## src/rtl/core/srrb_pkg.sv

```systemverilog
// Shared widths, codes, state type and control/status bundles for the stereo ring buffer.
package srrb_pkg;

  // Default sizes for the top-level parameters
  localparam int DEPTH_DEF     = 4096;
  localparam int MAX_BLOCK_DEF = 64;

  // Fixed field widths
  localparam int SAMPLE_W   = 16;
  localparam int RATIO_W    = 20;
  localparam int FRAC_W     = 16;
  localparam int NUM_W      = 7;
  localparam int FUNC_W     = 2;
  localparam int STATUS_W   = 2;
  localparam int AVAIL_W    = 13;
  localparam int CFG_IDX_W  = 2;
  localparam int CFG_DATA_W = 20;

  // Read position: frame index times step ratio, Q.FRAC_W
  localparam int POS_W  = NUM_W + RATIO_W;
  localparam int CONS_W = POS_W - FRAC_W;

  localparam int FRAC_MASK = (1 << FRAC_W) - 1;
  localparam int HALF_LSB  = 1 << (FRAC_W - 1);

  // Register reset values
  localparam logic [RATIO_W-1:0] RATIO_RESET = RATIO_W'(1 << FRAC_W);
  localparam logic [NUM_W-1:0]   ROOM_RESET  = NUM_W'(64);

  // Function codes
  localparam logic [FUNC_W-1:0] FUNC_WRITE = 2'd0;
  localparam logic [FUNC_W-1:0] FUNC_READ  = 2'd1;
  localparam logic [FUNC_W-1:0] FUNC_CLEAR = 2'd2;

  // Status codes
  localparam logic [STATUS_W-1:0] ST_OK    = 2'd0;
  localparam logic [STATUS_W-1:0] ST_SHORT = 2'd1;
  localparam logic [STATUS_W-1:0] ST_ROOM  = 2'd2;
  localparam logic [STATUS_W-1:0] ST_FULL  = 2'd3;

  // Configuration register indexes
  localparam logic [CFG_IDX_W-1:0] CFG_STEP_RATIO = 2'd0;
  localparam logic [CFG_IDX_W-1:0] CFG_OVERWRITE  = 2'd1;
  localparam logic [CFG_IDX_W-1:0] CFG_ROOM       = 2'd2;

  typedef enum logic [3:0] {
    S_INIT,
    S_IDLE,
    S_DECODE,
    S_WRITE,
    S_CLEAR,
    S_PROD,
    S_CHECK,
    S_RADDR,
    S_RMUL,
    S_ROUT,
    S_RESP
  } state_t;

  // Controller to datapath
  typedef struct packed {
    logic sweep;      // zero one store entry, reset pointers
    logic latch;      // capture the accepted beat
    logic do_write;   // store one frame
    logic calc_prod;  // N times step ratio
    logic check;      // refusal checks, start read walk
    logic rd_mul;     // interpolation multiply
    logic emit;       // load one frame into output register
    logic load_resp;  // load a frameless result
  } ctl_t;

  // Datapath to controller
  typedef struct packed {
    logic [FUNC_W-1:0] func;
    logic              sweep_done;
    logic              out_free;
    logic              chk_go;
    logic              emit_last;
  } stat_t;

endpackage

```

## src/rtl/core/srrb_ctrl.sv

```systemverilog
// Sequencer for the ring buffer: walks each command through the datapath steps.
module srrb_ctrl (
  input  logic            clk,
  input  logic            rst,
  input  logic            in_valid,
  output logic            in_ready,
  output srrb_pkg::ctl_t  ctl,
  input  srrb_pkg::stat_t st
);

  srrb_pkg::state_t state;
  srrb_pkg::state_t state_next;

  // State register; reset starts the store zeroing sweep
  always_ff @(posedge clk) begin
    if (rst) begin
      state <= srrb_pkg::S_INIT;
    end else begin
      state <= state_next;
    end
  end

  // Next state and commands
  always_comb begin
    state_next = state;
    ctl        = '0;
    in_ready   = 1'b0;
    unique case (state)
      srrb_pkg::S_INIT: begin
        ctl.sweep = 1'b1;
        if (st.sweep_done) state_next = srrb_pkg::S_IDLE;
      end
      srrb_pkg::S_IDLE: begin
        in_ready = 1'b1;
        if (in_valid) begin
          ctl.latch  = 1'b1;
          state_next = srrb_pkg::S_DECODE;
        end
      end
      srrb_pkg::S_DECODE: begin
        unique case (st.func)
          srrb_pkg::FUNC_WRITE: state_next = srrb_pkg::S_WRITE;
          srrb_pkg::FUNC_READ:  state_next = srrb_pkg::S_PROD;
          srrb_pkg::FUNC_CLEAR: state_next = srrb_pkg::S_CLEAR;
          default:              state_next = srrb_pkg::S_RESP;
        endcase
      end
      srrb_pkg::S_WRITE: begin
        ctl.do_write = 1'b1;
        state_next   = srrb_pkg::S_RESP;
      end
      srrb_pkg::S_CLEAR: begin
        ctl.sweep = 1'b1;
        if (st.sweep_done) state_next = srrb_pkg::S_RESP;
      end
      srrb_pkg::S_PROD: begin
        ctl.calc_prod = 1'b1;
        state_next    = srrb_pkg::S_CHECK;
      end
      srrb_pkg::S_CHECK: begin
        ctl.check  = 1'b1;
        state_next = st.chk_go ? srrb_pkg::S_RADDR : srrb_pkg::S_RESP;
      end
      // store read issued from the current position
      srrb_pkg::S_RADDR: begin
        state_next = srrb_pkg::S_RMUL;
      end
      srrb_pkg::S_RMUL: begin
        ctl.rd_mul = 1'b1;
        state_next = srrb_pkg::S_ROUT;
      end
      srrb_pkg::S_ROUT: begin
        if (st.out_free) begin
          ctl.emit   = 1'b1;
          state_next = st.emit_last ? srrb_pkg::S_IDLE : srrb_pkg::S_RADDR;
        end
      end
      srrb_pkg::S_RESP: begin
        if (st.out_free) begin
          ctl.load_resp = 1'b1;
          state_next    = srrb_pkg::S_IDLE;
        end
      end
    endcase
  end

endmodule

```

## config.mk

```make
export PLATFORM = sky130hd
export DESIGN_NAME = srrb_ctrl
export DESIGN_NICKNAME = d
export VERILOG_FILES = /design/src/rtl/core/srrb_pkg.sv /design/src/rtl/core/srrb_ctrl.sv
export SDC_FILE = /design/constraint.sdc
export NUM_CORES = 1
export LEC_CHECK = 0
export BUFFER_PORTS_ARGS = -buffer_cell sky130_fd_sc_hd__buf_2
export CORE_AREA = 2 2 39 41
export CTS_CLUSTER_SIZE = 28
export DETAILED_ROUTE_END_ITERATION = 6
export DIE_AREA = 0 0 41 43
export PLACE_DENSITY = 0.74
export SETUP_SLACK_MARGIN = 0.4
export SYNTH_ARGS = -nofsm -noshare
export SYNTH_HDL_FRONTEND = slang
export SYNTH_SLANG_ARGS = --single-unit
```

## constraint.sdc

```tcl
create_clock -name clk -period 1.1 [get_ports clk]
set_input_delay 0.055 -clock clk [delete_from_list [all_inputs] [get_ports clk]]
set_output_delay 0.055 -clock clk [all_outputs]
set_load 0.005 [all_outputs]
```

==> results of run 1 <==
[metrics by stage]
stage                     power (mW)  cells  area (sq um)  hold slack, ns
after floorplan                0.257     64           538           0.120
after global placement         0.322    113           748           0.284
after detailed placement       0.326    113           748           0.288
after CTS                      0.548    123           967          0.0260
after global routing           0.632    126          1130          0.0582
final                          0.619    126          1130          0.0563
[where the power goes]
| group | total (mW) | switching [mW] | leakage (nW) | internal (mW) |
|---|---|---|---|---|
| clock network | 0.211 | 0.0870 | 0.0138 | 0.124 |
| registers | 0.154 | 0.00973 | 0.0355 | 0.144 |
| logic | 0.254 | 0.132 | 0.398 | 0.122 |
[worst paths after layout]
path	endpoint	slack, ns	depth (start not counted)
setup reg to reg	state[1]	-0.25	5
setup / recovery	ctl[6]	-0.27	5
hold reg to reg	state[3]	0.82	4
hold / removal	state[0]	0.06	2
[metal layers]
layer | share of wire, % | up-vias | track usage [%]
met3 | 4.9 | 6 | 1.05
li1 | - | 332 | -
met2 | 51 | 24 | 41.6
met1 | 42 | 341 | 25.0
met5 | 0 | - | 0
met4 | 1.9 | 0 | 14.7
[placed cells by master (no fill, tap or decap), drive strengths merged]
cell type / count
buf: 47
nor3: 17
nor2: 6
a211oi: 5
dfxtp: 4
inv: 4
nand2b: 4
ha: 3
clkbuf: 3
nor2b: 3
nand3: 2
or2b: 1
nand2: 1
and2: 1
a21o: 1
a2111oi: 1
a31oi: 1
o32ai: 1
nand3b: 1
a21oi: 1
or3: 1
o311a: 1
o31ai: 1
[Yosys cell counts, types with 2 or more instances]
master    number
nand2b_4       2
nor2_1         6
nor3_1        14
ha_1           3
nand2b_1       2
buf_6          2
buf_4          2
dfxtp_1        4
nor2b_1        3
inv_1          3
a211oi_1       3
a211oi_2       2
nand3_1        2
nor3_2         3
[cells by family after synthesis]
kind of cell | count (synthesis) | synth area share [%]
adder cells (fa/ha/maj) | 3 | 7.54
AO/OA/AOI/OAI | 12 | 20.6
AND/OR/NAND/NOR | 37 | 44.7
flip-flops | 4 | 16.1
buffers and inverters | 8 | 11.1
[area by class of cell]
class / instances / area, sq um / share of cell area [%]
repair buffers: 47 / 392 / 34.8
flip-flops and latches: 4 / 95.1 / 8.44
inverters: 4 / 17.5 / 1.56
clock buffers: 3 / 22.5 / 2.00
multi-input cells: 52 / 579 / 51.4
well taps: 16 / 20.0 / 1.78
[worst max-delay path, cell delays in order, from the launching register on]
cell and delay (ns):
dfxtp_4 0.38, buf_6 0.11, nand2b_4 0.10, nor3_4 0.19, and2_1 0.17, buf_2 0.11
[what timing repair did]
item                       in CTS  in global routing
pin swaps                      11                  9
gates cloned                    0                  0
resized for setup              32                 27
hold endpoints to repair        0                  0
setup buffers                   7                  3
setup endpoints to repair      13                 13
==> results.json, run 1 <==
{
  "wl_microns": 2330,
  "worstSetupPathType": "reg2out",
  "end_kind": "primary output",
  "fill_cells": 87,
  "synthTopCellsByArea": "dfxtp_1 16%, nor3_1 14%, ha_1 7.5%, nor3_2 6.0%, nand2b_4 5.5%",
  "clkLatencyLatePin_ns": 0.25,
  "drv_cap": 0,
  "layout_setup_ws_ns": -0.269,
  "drt_iter0_drc": 18,
  "largest_register": "state",
  "netlist.top_cell.by_area": "dfxtp_1",
  "startpoint": "state[0]",
  "cts_root_buf": "clkbuf_4",
  "syn_area_per_cell_sq_um": 7.78,
  "rsz0062_at_grt": "yes",
  "max_freq_ghz": 0.731,
  "drtPass1Iterations": 4,
  "dpl.hpwl_microns": 1100,
  "pre_cts_ws_ns": -0.169,
  "syn-num-nets": 76,
  "wl_per_cell_microns": 18.5,
  "violations": "setup timing",
  "post-route-period-util_pct": 124,
  "hold_buffers": 0,
  "cp_max_fo": 7,
  "min_period_ns": 1.37,
  "grt_pass1_wl_microns": 2870,
  "relSlewSlack_pct": 79.5,
  "ys.flop_type": "dfxtp_1",
  "num_antenna_cells": 0,
  "via_per_inst": 5.58,
  "reg_top3": "state x4",
  "initial_core_util_pct": 36.0,
  "hold_class": "in2reg",
  "ys_ff_latch": 4,
  "ys_types": 27,
  "synth_warnings": 0,
  "ios": 18,
  "gp_congestion": 0.825,
  "required_ns": 1.04,
  "largest_reg_flops": 4,
  "grt_start_max_net_pins": 10,
  "grt_usage_pct": 23.6,
  "power.leakage_nw": 0.447,
  "min_from": "rst",
  "ys_seq_area_share_pct": 16.1,
  "antenna_found_initial": 0,
  "cts_sinks": 4,
  "critPathArrivalTime_ns": 1.31,
  "tightest_slew_ns": 0.305,
  "die-area_sq_um": 1760,
  "cts_inserted_buffers": 3,
  "synth_edf_count": 0,
  "netlist_area_sq_um": 498,
  "cts_tree": "yes",
  "start_kind": "register",
  "cts_buffer_depth": 2,
  "drive_above_1_share_pct": 83.6,
  "slew_violations": 0,
  "drc": 0,
  "io_buffers": 17,
  "route.vias.total": 703,
  "async_reset_ff_share_pct": 0,
  "fp.coreArea_sq_um": 1380,
  "r2r_start": "state[1]",
  "die_h_microns": 43,
  "grt_pass1_vias": 739,
  "status": "finished with violations",
  "area_growth_pct": 126,
  "std_cell_rows": 14,
  "peakVddDrop_mv": 0.330,
  "die_w_microns": 41,
  "gr-total-overflow": 0,
  "setup_violations": 13,
  "finalHoldViolCount": 0,
  "ant_nets": 0,
  "clkTransAtPathRegs_ns": 0.05,
  "netlist_instances": 64,
  "powerDensity_nw_per_um2": 550,
  "ctsHtreeMaxLevel": 1,
  "synth_top_area_share_pct": 16.1,
  "fin_nets": 124,
  "tns_ns": -2.17,
  "fin_util_pct": 81.4,
  "skew_ns": 0.0111
}
Power figures use the tool's default switching activity.
==> run 2, diff against run 1 <==
--- a/config.mk
+++ b/config.mk
@@ -5,7 +5,7 @@
 export SDC_FILE = /design/constraint.sdc
 export NUM_CORES = 1
 export LEC_CHECK = 0
-export BUFFER_PORTS_ARGS = -buffer_cell sky130_fd_sc_hd__buf_2
+export BUFFER_PORTS_ARGS = -buffer_cell sky130_fd_sc_hd__buf_4
 export CORE_AREA = 2 2 39 41
 export CTS_CLUSTER_SIZE = 28
 export DETAILED_ROUTE_END_ITERATION = 6
==> run 2 against run 1 <==
Effect of this change: the flow still finishes with violations (setup timing); largest cell class unchanged; total power decreased by 0.51%; critical path type unchanged; first-iteration DRC count is 72% lower; clock skew fell by 0.0033 ns; maximum frequency is 7.2% higher; combinational power rose by 4%.
==> results.json, run 2 (synthesized netlist as in run 1, its figures left out) <==
{
  "initial_core_util_pct": 36.0,
  "relSlewSlack_pct": 81.4,
  "min_from": "rst",
  "largest_register": "state",
  "die_w_microns": 41,
  "rrSetupSlack_ns": -0.17,
  "worstSetupPathType": "reg2out",
  "reg_top3": "state x4",
  "worstRegToRegCells": 5,
  "grt_pass1_vias": 698,
  "cts_buffer_depth": 2,
  "required_ns": 1.04,
  "clkTransAtPathRegs_ns": 0.04,
  "cts_sinks": 4,
  "finalHoldViolCount": 0,
  "powerDensity_nw_per_um2": 571,
  "setup_violations": 13,
  "min_to": "state[3]",
  "grt_pass1_wl_microns": 2930,
  "area_growth_pct": 117,
  "critPathArrivalTime_ns": 1.22,
  "grt_start_max_net_pins": 8,
  "num_antenna_cells": 0,
  "ctsHtreeMaxLevel": 1,
  "min_path_cells": 2,
  "layout_setup_ws_ns": -0.177,
  "peakVddDrop_mv": 0.484,
  "multi_input_area_sq_um": 519,
  "cts_inserted_buffers": 3,
  "fill_cells": 98,
  "tightest_slew_ns": 0.279,
  "max_freq_ghz": 0.783,
  "die_h_microns": 43,
  "r2r_start": "state[2]",
  "startpoint": "state[0]",
  "violations": "setup timing",
  "crit_path_frequent_cell": "buf_6",
  "end_kind": "primary output",
  "wl_per_cell_microns": 15.3,
  "ios": 18,
  "antenna_found_initial": 0,
  "ff_latch_area_sq_um": 95.1,
  "fin_nets": 121,
  "via_per_inst": 5.41,
  "io_buffers": 17,
  "dpl.cell_count": 110,
  "hold_slack_ns": 0.000741,
  "layoutNonFillerInstCount": 123,
  "power.leakage_nw": 0.423,
  "fp.coreArea_sq_um": 1380,
  "post-route-period-util_pct": 116,
  "drive_above_1_share_pct": 74.8,
  "std_cell_rows": 14,
  "crit_path_max_incr_delay_ns": 0.37,
  "layout_common_cells": "25 x buf_4, 19 x buf_6, 7 x nor3_1, 6 x nor3_2",
  "status": "finished with violations",
  "skew_ns": 0.00780,
  "route.vias.total": 666,
  "ant_nets": 0,
  "start_kind": "register",
  "gr-total-overflow": 0,
  "min_period_ns": 1.28,
  "final_common_cell": "buf_4",
  "dpl.hpwl_microns": 1100,
  "cts_tree": "yes",
  "hold_class": "in2reg",
  "largest_reg_flops": 4,
  "drc": 0,
  "slew_violations": 0,
  "rsz0062_at_grt": "yes",
  "grt_usage_pct": 24.5,
  "drt_iter0_drc": 5,
  "drtPass1Iterations": 4,
  "drv_cap": 0,
  "clkLatencyLatePin_ns": 0.25,
  "critPathSlowestCell": "dfxtp_4",
  "gp_congestion": 0.847,
  "crit_path_cell_trace": "buf_6 > buf_6 > nor3_4 > buf_4 > buf_6",
  "r2r-end": "state[2]",
  "wl_microns": 1880,
  "cp_max_fo": 6,
  "cts_root_buf": "clkbuf_4",
  "die-area_sq_um": 1760
}
[run 2: cell types whose count changed in the layout (fill, tap and decap cells not counted), moves of 2 or more]
cell and change:
buf_4 +11, buf_6 +2, buf_2 -15, a211oi_2 -2
nor3_1 +5, nor3_2 -4, a211oi_1 +2
[run 2: power by group]
group / total [mW] / leakage [nW] / internal [mW] / switching (mW)
Clock: 0.194 / 0.0138 / 0.123 / 0.0714
Sequential: 0.157 / 0.0355 / 0.145 / 0.0121
Combinational: 0.265 / 0.374 / 0.149 / 0.116
Total: 0.616 / 0.423 / 0.417 / 0.199
[run 2: cell type report]
class                      instances  share of cell area, %
multi-input combinational         52                   48.1
tap                               16                   1.86
clock buffer                       3                   2.09
inverter                           4                   1.86
timing repair buffer              44                   37.2
sequential                         4                   8.82
[run 2: through the flow]
step	power (mW)	instance area (sq um)	util (%)	TNS (ns)	setup slack (ns)
final	0.616	1080	77.9	-1.83	-0.177
after global routing	0.649	1080	77.9	-2.43	-0.243
after CTS	0.592	986	71.2	-1.76	-0.197
after detailed placement	0.343	768	55.5	-0.621	-0.164
after global placement	0.341	768	55.5	-0.461	-0.123
after floorplan	0.257	538	-	-0.0230	-0.00929
[run 2: how the worst max path moves through the flow]
| stage | depth (start not counted) | endpoint |
|---|---|---|
| after floorplan | 5 | state[1] |
| after global placement | 4 | state[2] |
| after detailed placement | 5 | state[1] |
| after CTS | 5 | ctl[6] |
| after global routing | 5 | state[2] |
| final | 5 | ctl[2] |
[run 2: critical path, delay by kind of cell, from the launching register on]
family / cells / cell delay [ns]
buffers and inverters: 4 / 0.45
flip-flops: 1 / 0.37
AND/OR/NAND/NOR: 1 / 0.17
[run 2: metal layers]
layer / up-vias / GRT usage (%) / part of all wire (%)
li1: 320 / - / -
met5: - / 0 / 0
met3: 6 / 4.71 / 3.4
met2: 16 / 42.2 / 57
met1: 324 / 27.2 / 38
met4: 0 / 10.0 / 1.7
[run 2: repair_timing]
item | in CTS | in global routing
gates resized for setup | 28 | 22
pin swaps | 10 | 7
hold endpoints to repair | 1 | 0
buffers inserted | 9 | 1
setup endpoints to repair | 13 | 13
